<file path="config.mk">
export PLATFORM = sky130hd
export DESIGN_NAME = s_expression_byte_lexer
export DESIGN_NICKNAME = d
export VERILOG_FILES = /design/src/sv/sel_pkg.sv /design/src/sv/sel_front.sv /design/src/sv/sel_fifo.sv /design/src/sv/sel_back.sv /design/src/sv/s_expression_byte_lexer.sv
export SDC_FILE = /design/constraint.sdc
export NUM_CORES = 1
export LEC_CHECK = 0
export BUFFER_PORTS_ARGS = -buffer_cell sky130_fd_sc_hd__buf_2
export CAP_MARGIN = 20
export CORE_UTILIZATION = 38
export CTS_BUF_LIST = sky130_fd_sc_hd__clkbuf_8
export DETAILED_ROUTE_END_ITERATION = 6
export GPL_TIMING_DRIVEN = 0
export HOLD_SLACK_MARGIN = 0.05
export PLACE_DENSITY = 0.55
export SETUP_SLACK_MARGIN = 0.2
export SLEW_MARGIN = 25
export SYNTH_ARGS = -nofsm -noshare
export SYNTH_HDL_FRONTEND = slang
export SYNTH_SLANG_ARGS = --single-unit
</file>
<file path="constraint.sdc">
create_clock -name clk -period 7.7 [get_ports clk]
set_input_delay 1.54 -clock clk [delete_from_list [all_inputs] [get_ports clk]]
set_output_delay 1.54 -clock clk [all_outputs]
set_load 0.05 [all_outputs]
</file>
<file path="src/sv/sel_pkg.sv">
// ----------------------------------------------------------------------------
// sel_pkg
// Types and constants shared by the S-expression byte lexer modules.
// ----------------------------------------------------------------------------
package sel_pkg;

  // Input kind codes
  localparam logic KIND_BYTE = 1'b0;
  localparam logic KIND_EOT  = 1'b1;

  // Token classes
  localparam logic [1:0] CLASS_ATOM  = 2'd0;
  localparam logic [1:0] CLASS_STR   = 2'd1;
  localparam logic [1:0] CLASS_PAREN = 2'd2;

  // Characters of interest
  localparam logic [7:0] CH_LPAREN = 8'h28;
  localparam logic [7:0] CH_RPAREN = 8'h29;
  localparam logic [7:0] CH_QUOTE  = 8'h22;
  localparam logic [7:0] CH_BSLASH = 8'h5C;
  localparam logic [7:0] CH_SPACE  = 8'h20;
  localparam logic [7:0] CH_TAB    = 8'h09;
  localparam logic [7:0] CH_CR     = 8'h0D;

  // Job queue between front and back
  localparam int SEL_QDEPTH = 4;
  localparam int SEL_QAW    = $clog2(SEL_QDEPTH);

  // Lexer mode, one-hot
  typedef enum logic [3:0] {
    MODE_IDLE = 4'b0001,
    MODE_ATOM = 4'b0010,
    MODE_STR  = 4'b0100,
    MODE_ESC  = 4'b1000
  } mode_t;

  typedef struct packed {
    logic       kind;
    logic [7:0] text_byte;
  } in_item_t;

  typedef struct packed {
    logic [7:0] token_byte;
    logic       token_end;
    logic [1:0] token_class;
    logic       last_of_run;
  } out_item_t;

  // One result without its last-of-run flag
  typedef struct packed {
    logic [7:0] token_byte;
    logic       token_end;
    logic [1:0] token_class;
  } res_t;

  // All results of one input item; cnt is 1 to 3
  typedef struct packed {
    logic [1:0]       cnt;
    res_t [2:0]       res;
  } job_t;

  typedef struct packed {
    logic empty;
    logic full;
  } q_stat_t;

endpackage

</file>
<file path="src/sv/sel_front.sv">
// ----------------------------------------------------------------------------
// sel_front
// Classifies each input item against the lexer mode and builds its job.
// ----------------------------------------------------------------------------
module sel_front
  import sel_pkg::*;
(
  input  logic     clk,
  input  logic     rst_n,
  input  logic     accept,
  input  in_item_t item,
  output logic     push,
  output job_t     job
);

  mode_t mode_r, mode_nxt;

  always_comb begin
    logic [7:0] c;
    logic       is_blank, is_paren, is_quote, is_delim;
    logic [1:0] n;
    c        = item.text_byte;
    is_blank = ((c >= CH_TAB) && (c <= CH_CR)) || (c == CH_SPACE);
    is_paren = (c == CH_LPAREN) || (c == CH_RPAREN);
    is_quote = (c == CH_QUOTE);
    is_delim = is_blank || is_paren || is_quote;
    n        = 2'd0;
    job.res  = '0;
    mode_nxt = mode_r;
    if (item.kind == KIND_EOT) begin
      if (mode_r == MODE_ATOM) begin
        job.res[0] = '{8'd0, 1'b1, CLASS_ATOM};
        n = 2'd1;
      end else if (mode_r == MODE_STR || mode_r == MODE_ESC) begin
        job.res[0] = '{8'd0, 1'b1, CLASS_STR};
        n = 2'd1;
      end
      mode_nxt = MODE_IDLE;
    end else begin
      unique case (mode_r)
        MODE_ESC: begin
          job.res[0] = '{c, 1'b0, CLASS_STR};
          n = 2'd1;
          mode_nxt = MODE_STR;
        end
        MODE_STR: begin
          n = 2'd1;
          if (is_quote) begin
            job.res[0] = '{8'd0, 1'b1, CLASS_STR};
            mode_nxt = MODE_IDLE;
          end else begin
            job.res[0] = '{c, 1'b0, CLASS_STR};
            if (c == CH_BSLASH) mode_nxt = MODE_ESC;
          end
        end
        MODE_ATOM, MODE_IDLE: begin
          if (mode_r == MODE_ATOM && !is_delim) begin
            job.res[0] = '{c, 1'b0, CLASS_ATOM};
            n = 2'd1;
          end else begin
            // an open atom is closed before the delimiter is handled
            if (mode_r == MODE_ATOM) begin
              job.res[0] = '{8'd0, 1'b1, CLASS_ATOM};
              n = 2'd1;
            end
            mode_nxt = MODE_IDLE;
            if (is_blank) begin
              mode_nxt = MODE_IDLE;
            end else if (is_paren) begin
              job.res[n]         = '{c, 1'b0, CLASS_PAREN};
              job.res[n + 2'd1]  = '{8'd0, 1'b1, CLASS_PAREN};
              n = n + 2'd2;
            end else if (is_quote) begin
              mode_nxt = MODE_STR;
            end else begin
              job.res[n] = '{c, 1'b0, CLASS_ATOM};
              n = n + 2'd1;
              mode_nxt = MODE_ATOM;
            end
          end
        end
        default: begin
          mode_nxt = MODE_IDLE;
        end
      endcase
    end
    job.cnt = n;
    push    = accept && (n != 2'd0);
  end

  always_ff @(posedge clk) begin
    if (!rst_n) begin
      mode_r <= MODE_IDLE;
    end else if (accept) begin
      mode_r <= mode_nxt;
    end
  end

`ifndef SYNTHESIS
  a_eot_idle: assert property (@(posedge clk) disable iff (!rst_n)
    accept && item.kind == KIND_EOT |=> mode_r == MODE_IDLE)
    else $error("mode not idle after end of text");
`endif

endmodule

</file>
<file path="src/sv/sel_fifo.sv">
// ----------------------------------------------------------------------------
// sel_fifo
// Short job queue between the front and back parts of the lexer.
// ----------------------------------------------------------------------------
module sel_fifo
  import sel_pkg::*;
(
  input  logic    clk,
  input  logic    rst_n,
  input  logic    push,
  input  job_t    push_job,
  input  logic    pop,
  output job_t    head,
  output q_stat_t stat
);

  job_t               mem_r [SEL_QDEPTH];
  logic [SEL_QAW-1:0] wp_r, wp_nxt;
  logic [SEL_QAW-1:0] rp_r, rp_nxt;
  logic [SEL_QAW:0]   cnt_r, cnt_nxt;

  assign stat.empty = (cnt_r == '0);
  assign stat.full  = (cnt_r == (SEL_QAW+1)'(SEL_QDEPTH));
  assign head       = mem_r[rp_r];

  always_comb begin
    wp_nxt  = push ? wp_r + 1'b1 : wp_r;
    rp_nxt  = pop  ? rp_r + 1'b1 : rp_r;
    cnt_nxt = cnt_r + (SEL_QAW+1)'(push) - (SEL_QAW+1)'(pop);
  end

  always_ff @(posedge clk) begin
    if (!rst_n) begin
      wp_r  <= '0;
      rp_r  <= '0;
      cnt_r <= '0;
    end else begin
      wp_r  <= wp_nxt;
      rp_r  <= rp_nxt;
      cnt_r <= cnt_nxt;
    end
  end

  always_ff @(posedge clk) begin
    if (push) mem_r[wp_r] <= push_job;
  end

`ifndef SYNTHESIS
  a_no_overflow: assert property (@(posedge clk) disable iff (!rst_n)
    !(push && stat.full && !pop))
    else $error("job queue overflow");
  a_no_underflow: assert property (@(posedge clk) disable iff (!rst_n)
    !(pop && stat.empty))
    else $error("job queue underflow");
`endif

endmodule

</file>
<file path="src/sv/sel_back.sv">
// ----------------------------------------------------------------------------
// sel_back
// Unpacks queued jobs into single results behind an output register.
// ----------------------------------------------------------------------------
module sel_back
  import sel_pkg::*;
(
  input  logic      clk,
  input  logic      rst_n,
  input  job_t      head,
  input  q_stat_t   stat,
  output logic      pop,
  output logic      out_valid,
  output out_item_t out_item,
  input  logic      out_stall
);

  logic      valid_r, valid_nxt;
  out_item_t item_r, item_nxt;
  logic [1:0] idx_r, idx_nxt;
  logic      load, last;

  assign load = !valid_r || !out_stall;
  assign last = (idx_r == head.cnt - 2'd1);
  assign pop  = load && !stat.empty && last;

  always_comb begin
    valid_nxt = valid_r;
    item_nxt  = item_r;
    idx_nxt   = idx_r;
    if (load) begin
      valid_nxt = !stat.empty;
      if (!stat.empty) begin
        item_nxt = '{head.res[idx_r].token_byte, head.res[idx_r].token_end,
                     head.res[idx_r].token_class, last};
        idx_nxt  = last ? 2'd0 : idx_r + 2'd1;
      end
    end
  end

  always_ff @(posedge clk) begin
    if (!rst_n) begin
      valid_r <= 1'b0;
      idx_r   <= 2'd0;
    end else begin
      valid_r <= valid_nxt;
      idx_r   <= idx_nxt;
    end
  end

  always_ff @(posedge clk) begin
    item_r <= item_nxt;
  end

  assign out_valid = valid_r;
  assign out_item  = item_r;

`ifndef SYNTHESIS
  a_idx_in_job: assert property (@(posedge clk) disable iff (!rst_n)
    !stat.empty |-> (idx_r < head.cnt))
    else $error("result index beyond job");
`endif

endmodule

</file>
<file path="src/sv/s_expression_byte_lexer.sv">
// An item's results are written into the job queue, then into the output register.
// Throughput: one input item per cycle unless the queue is full; the output side
//   gives one result per cycle while not stalled, one after another for an item's results.
// A four-entry job queue sets how far input may run ahead of the output side.
// Reset (rst_n low, synchronous): mode returns to between tokens, queue and
//   output register are emptied.
// ----------------------------------------------------------------------------
// s_expression_byte_lexer
// Streaming S-expression tokenizer: bytes in, token bytes and end markers out.
// ----------------------------------------------------------------------------
module s_expression_byte_lexer
  import sel_pkg::*;
(
  input  logic      clk,
  input  logic      rst_n,
  input  logic      in_valid,
  input  in_item_t  in_item,
  output logic      in_stall,
  output logic      out_valid,
  output out_item_t out_item,
  input  logic      out_stall
);

  logic    accept;
  logic    push;
  logic    pop;
  job_t    job;
  job_t    head;
  q_stat_t stat;

  // Input is held off only by a full queue; stall comes straight from a
  // register-derived flag, so it never depends on in_valid.
  assign in_stall = stat.full;
  assign accept   = in_valid && !in_stall;

  // Front: mode tracking and classification; items with no results
  // (whitespace or end of text with no open token, opening quote with no open atom) push nothing.
  sel_front u_front (
    .clk    (clk),
    .rst_n  (rst_n),
    .accept (accept),
    .item   (in_item),
    .push   (push),
    .job    (job)
  );

  // Queue of jobs, each holding up to three ready-made results.
  sel_fifo u_fifo (
    .clk      (clk),
    .rst_n    (rst_n),
    .push     (push),
    .push_job (job),
    .pop      (pop),
    .head     (head),
    .stat     (stat)
  );

  // Back: walks the head job one result per cycle, while the output is not stalled, into the output register.
  sel_back u_back (
    .clk       (clk),
    .rst_n     (rst_n),
    .head      (head),
    .stat      (stat),
    .pop       (pop),
    .out_valid (out_valid),
    .out_item  (out_item),
    .out_stall (out_stall)
  );

endmodule
</file>
== Word level (Yosys, flattened, before mapping) ==
Memories as Yosys holds them, arrays and structs flattened. A register that Yosys moved wholly into a read port is not among the register bits.
Index checks and enable logic that the tools add are counted.

* Bits in registers: 26
* Memory bits (writable): 140
* Input bits: 13
* Logic and storage cells: 117
* Memories: 1

{| class="wikitable"
|+ Memory list
! name !! depth !! width !! rd ports !! clocked after memory_dff !! wr ports !! line !! RTL
|-
| u_fifo.mem_r || 4 || 35 || 1 || 1 || 1 || sel_fifo.sv:17 || <nowiki>job_t mem_r [SEL_QDEPTH];</nowiki>
|}

* $add $sub $neg: 8
* Order comparisons: 7
* Eq/ne operators: 13
* Muxes and demuxes: 49
* Bitwise logic cells: 4
* Reduce and logical (&&, ||, !) cells: 25

{| class="wikitable"
|+ Operator list
! kind !! count
|-
| $mux 11 || 10
|-
| $mux 33 || 3
|-
| $bwmux 33 || 2
|-
| $mux 22 || 3
|-
| $demux 11 s2 || 2
|-
| $pmux 11 s3 || 1
|-
| $eq 8x6->1 const B || 4
|-
| $and 27x27->27 || 1
|-
| $not 27->27 || 1
|-
| $mux 2 || 12
|-
| $bmux 11 s2 || 1
|-
| $mux 4 || 5
|-
| $mux 3 || 4
|-
| $pmux 4 s3 || 1
|-
| $lt 2x3->1 const B || 3
|-
| $add 2x1->2 const B || 4
|-
| $eq 8x7->1 const B || 1
|-
| $ge 8x4->1 const B || 1
|-
| $le 8x4->1 const B || 1
|-
| $logic_and 1x1->1 || 8
|-
| $logic_or 1x1->1 || 6
|-
| $or 6x6->6 || 1
|-
| $logic_not 1->1 || 5
|-
| $eq 4x1->1 const B || 1
|-
| 20 further kinds || 25
|}

== Depth between registers and ports, before layout ==
* Depth in word-level cells: 22
* Depth in mapped cells: 17

== Modules after synthesis ==
From an unflattened synthesis, not the netlist that was laid out.

* Cells, all modules: 430
* Area total of the unflattened synthesis: 7347.0 µm²

{| class="wikitable"
|+ Modules (own cells, without submodules)
! module !! times used !! cells an instance !! area each (µm²)
|-
| sel_fifo || 1 || 226 || 5545.3
|-
| sel_front || 1 || 132 || 1022.2
|-
| sel_back || 1 || 71 || 765.7
|-
| s_expression_byte_lexer || 1 || 1 || 13.8
|}

== Worst setup path after synthesis ==
Ideal clock, no wire load.

* Path kind: input to register
* Start point: input in_item[0] in the netlist's numbering
* End point: register u_fifo.cnt_r[2]
* Setup time: 0.115 ns
* Arrival time: 4.214 ns
* Data required time: 7.585 ns
* Slack: 3.371 ns
* Stages: 16
* Path buffers: 2
* Cell sequence: buf_2 nor3b_1 and3_1 inv_1 ha_1 a31o_2 o21ba_1 buf_4 inv_1 ha_1 inv_1 ha_1 fa_1 xnor2_1 xnor2_1 and2_1

{| class="wikitable"
|+ RTL lines
! element !! line !! RTL
|-
| start, declared || s_expression_byte_lexer.sv:17 || <nowiki>input in_item_t in_item,</nowiki>
|-
| end signal, assigned || sel_fifo.sv:40 || <nowiki>cnt_r <= cnt_nxt;</nowiki>
|-
| end, declared || sel_fifo.sv:20 || <nowiki>logic [SEL_QAW:0] cnt_r, cnt_nxt;</nowiki>
|}

==> qor.txt <==
Status: finished clean
Num CTS Buffers: 17
Max-Cap Viols: 0
Via total after detailed routing: 2,989
Crit. End Element: flop
Seq cells post-synth: 124
Max-slew violations: 0
Setup TNS: 0 ns
Core ar.: 13,900 um2
Hold WS: 0.487 ns
TritonCTS clock tree: done
Synth unique cells: 52
Placed instance area: 5890 um2
Crit share post-route: 56.3%
Worst Clk Skew: 0.00974 ns
Crit path time final: 4.34 ns
Post-cts sizing count: 0
Max clock buf depth: 2
Buf/Inv on CP: 6
Share of layout cells above drive strength 1: 23.4%
CP max stage cell: fa_1
Power Dens Cells: 317 nW/um2
IO buf count: 24
Post-synth EDFFs: 108
Final core utilization: 45.3%
CP Cell Sequence: buf_2, buf_2, nor3b_1, and3_1, inv_1, ha_1, a31o_2, o21ba_1, buf_4, inv_1, ha_1, inv_1, ha_1, fa_1, xnor2_1, xnor2_1, and2_1
Vias in the first global route: 3,013
Largest net degree at the start of global routing: 25
Design Area, Final: 6310 um2
RSZ-0062 raised after global routing: no
Synth warn: 0
Post-synth top cells: 108 x edfxtp_1, 23 x mux4_2, 17 x mux2i_1, 17 x nand2_1, 17 x nor2_1
Mean Syn Cell Area: 15.5 um2
Total power: 2.00 mW
H-tree depth: 4
Synth Cell Area: 5450 um2
Routed Antenna Nets: 0
Starting DRT DRC Count: 187
Post-Synthesis Cells: 352
VDD IR max: 0.101 mV
Top area cells in the synthesized netlist: edfxtp_1 59%, mux4_2 9.5%, dfxtp_1 5.9%, mux2i_1 3.1%, nor2b_1 1.7%
Most instantiated library cell after synthesis: edfxtp_1
Worst Hold Class: flop to flop
Post-route insts no fill: 608
Vias per std cell: 4.92
Fin worst setup slack: 3.36 ns
Worst EP required: 8.02 ns
WL per Instance: 16.3 um
Initial core utilization: 39.1%
Predominant post-synthesis flop cell: edfxtp_1
# clock sinks: 124
Crit path DAT: 4.66 ns
Leak Pwr: 2.17 nW
Endpoints failing setup: 0
Dominant cell type by area after synthesis: edfxtp_1
N_diodes: 0
CP delay by family, top: adder cells
Synth top area share: 59.5%
Final wirelength: 9940 um
Area grow syn2layout: 15.6%
Global route total overflow: 0
Global-route wire length before repair: 16,000 um
Worst Path Max Fanout: 10
Initial antenna violation count: 0
Hold_buf cts: 0
Max Freq: 0.231 GHz
Hpwl dp: 6490 um
Slew @ Worst Pin: 0.801 ns
Worst setup path class: primary input to flop
Row count: 43
GRT Util Overall: 14.9%
Clock root cell: clkbuf_8
Die Wd: 122 um
# Post-CTS Setup Buffers: 0
Worst setup SP type: primary input
DP Worst Slack: 2.95 ns
Rel. slew slack: 45.9%
DRC: 0
I/O pins: 27
Crit path largest cell delay: 0.37 ns
Clock slew at reported path FFs: 0.07 ns
DRT Pass-1 Iters: 4
Die height: 122 um
Nets: 436
Die area: 14,800 um2
Post-synthesis sequential area ratio: 65.3%
Inst Count DP: 576
Worst-skew pair later-pin latency: 0.42 ns
Final GP Congestion: 0.787
Async SR Flop Fraction: 0%
Endpoints failing hold: 0
## power by group
part	internal (mW)	leakage, nW	switching (mW)
combinational	0.202	0.814	0.352
sequential	0.832	1.14	0.0227
clock	0.347	0.219	0.246
total	1.38	2.17	0.621
## kinds of logic (layout without fill, tap and decap cells)
| family | after synthesis | count (layout) | synth area share (%) |
|---|---|---|---|
| mux | 41 | 41 | 12.8 |
| buf+inv | 30 | 87 | 2.55 |
| compound gates | 32 | 32 | 4.24 |
| fa+ha+maj | 8 | 8 | 1.97 |
| other cells | 1 | 20 | 0.0688 |
| flops | 124 | 124 | 65.3 |
| simple gates | 110 | 110 | 11.9 |
| xor+xnor | 6 | 6 | 1.10 |
## sequential cells by signal (all words and copies together), names as in the netlist, named ones only
register / flops
u_back.idx_r: 2
u_back.out_item: 12
u_back.out_valid: 1
u_fifo.cnt_r: 3
u_fifo.mem_r: 96
u_fifo.rp_r: 2
u_fifo.wp_r: 2
u_front.mode_r: 4
## worst paths after layout
path,startpoint,endpoint,slack (ns),cells after the start
hold / removal,u_back.out_valid,u_back.out_valid,0.49,2
setup reg to reg,u_front.mode_r[2],u_fifo.cnt_r[2],4.32,16
setup / recovery,in_item[3],u_fifo.cnt_r[2],3.36,17
hold reg to reg,u_back.out_valid,u_back.out_valid,0.49,2
## area by class of cell
cell class	instances	area (um2)
Buffer	20	96.3
Fill cell	1235	7630
Timing Repair Buffer	25	131
Inverter	10	42.5
Tap cell	180	225
Multi-Input combinational cell	217	1830
Sequential cell	124	3560
Clock inverter	15	181
Clock buffer	17	234
## layer usage
metal | share of wire, % | GRT usage [%] | wire (um) | up-vias
met5 | 0 | 0 | 0 | -
met4 | 0.79 | 4.86 | 79 | 0
met3 | 3.6 | 4.07 | 359 | 9
met2 | 48 | 23.7 | 4820 | 52
met1 | 47 | 19.8 | 4680 | 1479
li1 | - | - | - | 1449
## layout by cell type (no fill, tap or decap), types with 8 or more instances in the layout
| cell | n |
|---|---|
| and2_1 | 9 |
| buf_2 | 29 |
| clkbuf_1 | 11 |
| clkbuf_8 | 17 |
| conb_1 | 20 |
| dfxtp_1 | 16 |
| edfxtp_1 | 108 |
| inv_1 | 11 |
| mux2i_1 | 17 |
| mux4_2 | 23 |
| nand2_1 | 17 |
| nand2b_1 | 8 |
| nor2_1 | 17 |
| nor2b_1 | 15 |
| nor3_1 | 8 |
| o21ai_0 | 8 |
## tightest hold or removal path, delay by kind of cell, from the launching register on
kind	cells	cell delay, ns
compound gates	1	0.06
flops	1	0.33
simple gates	1	0.05
(Power assumes the default switching activity.)
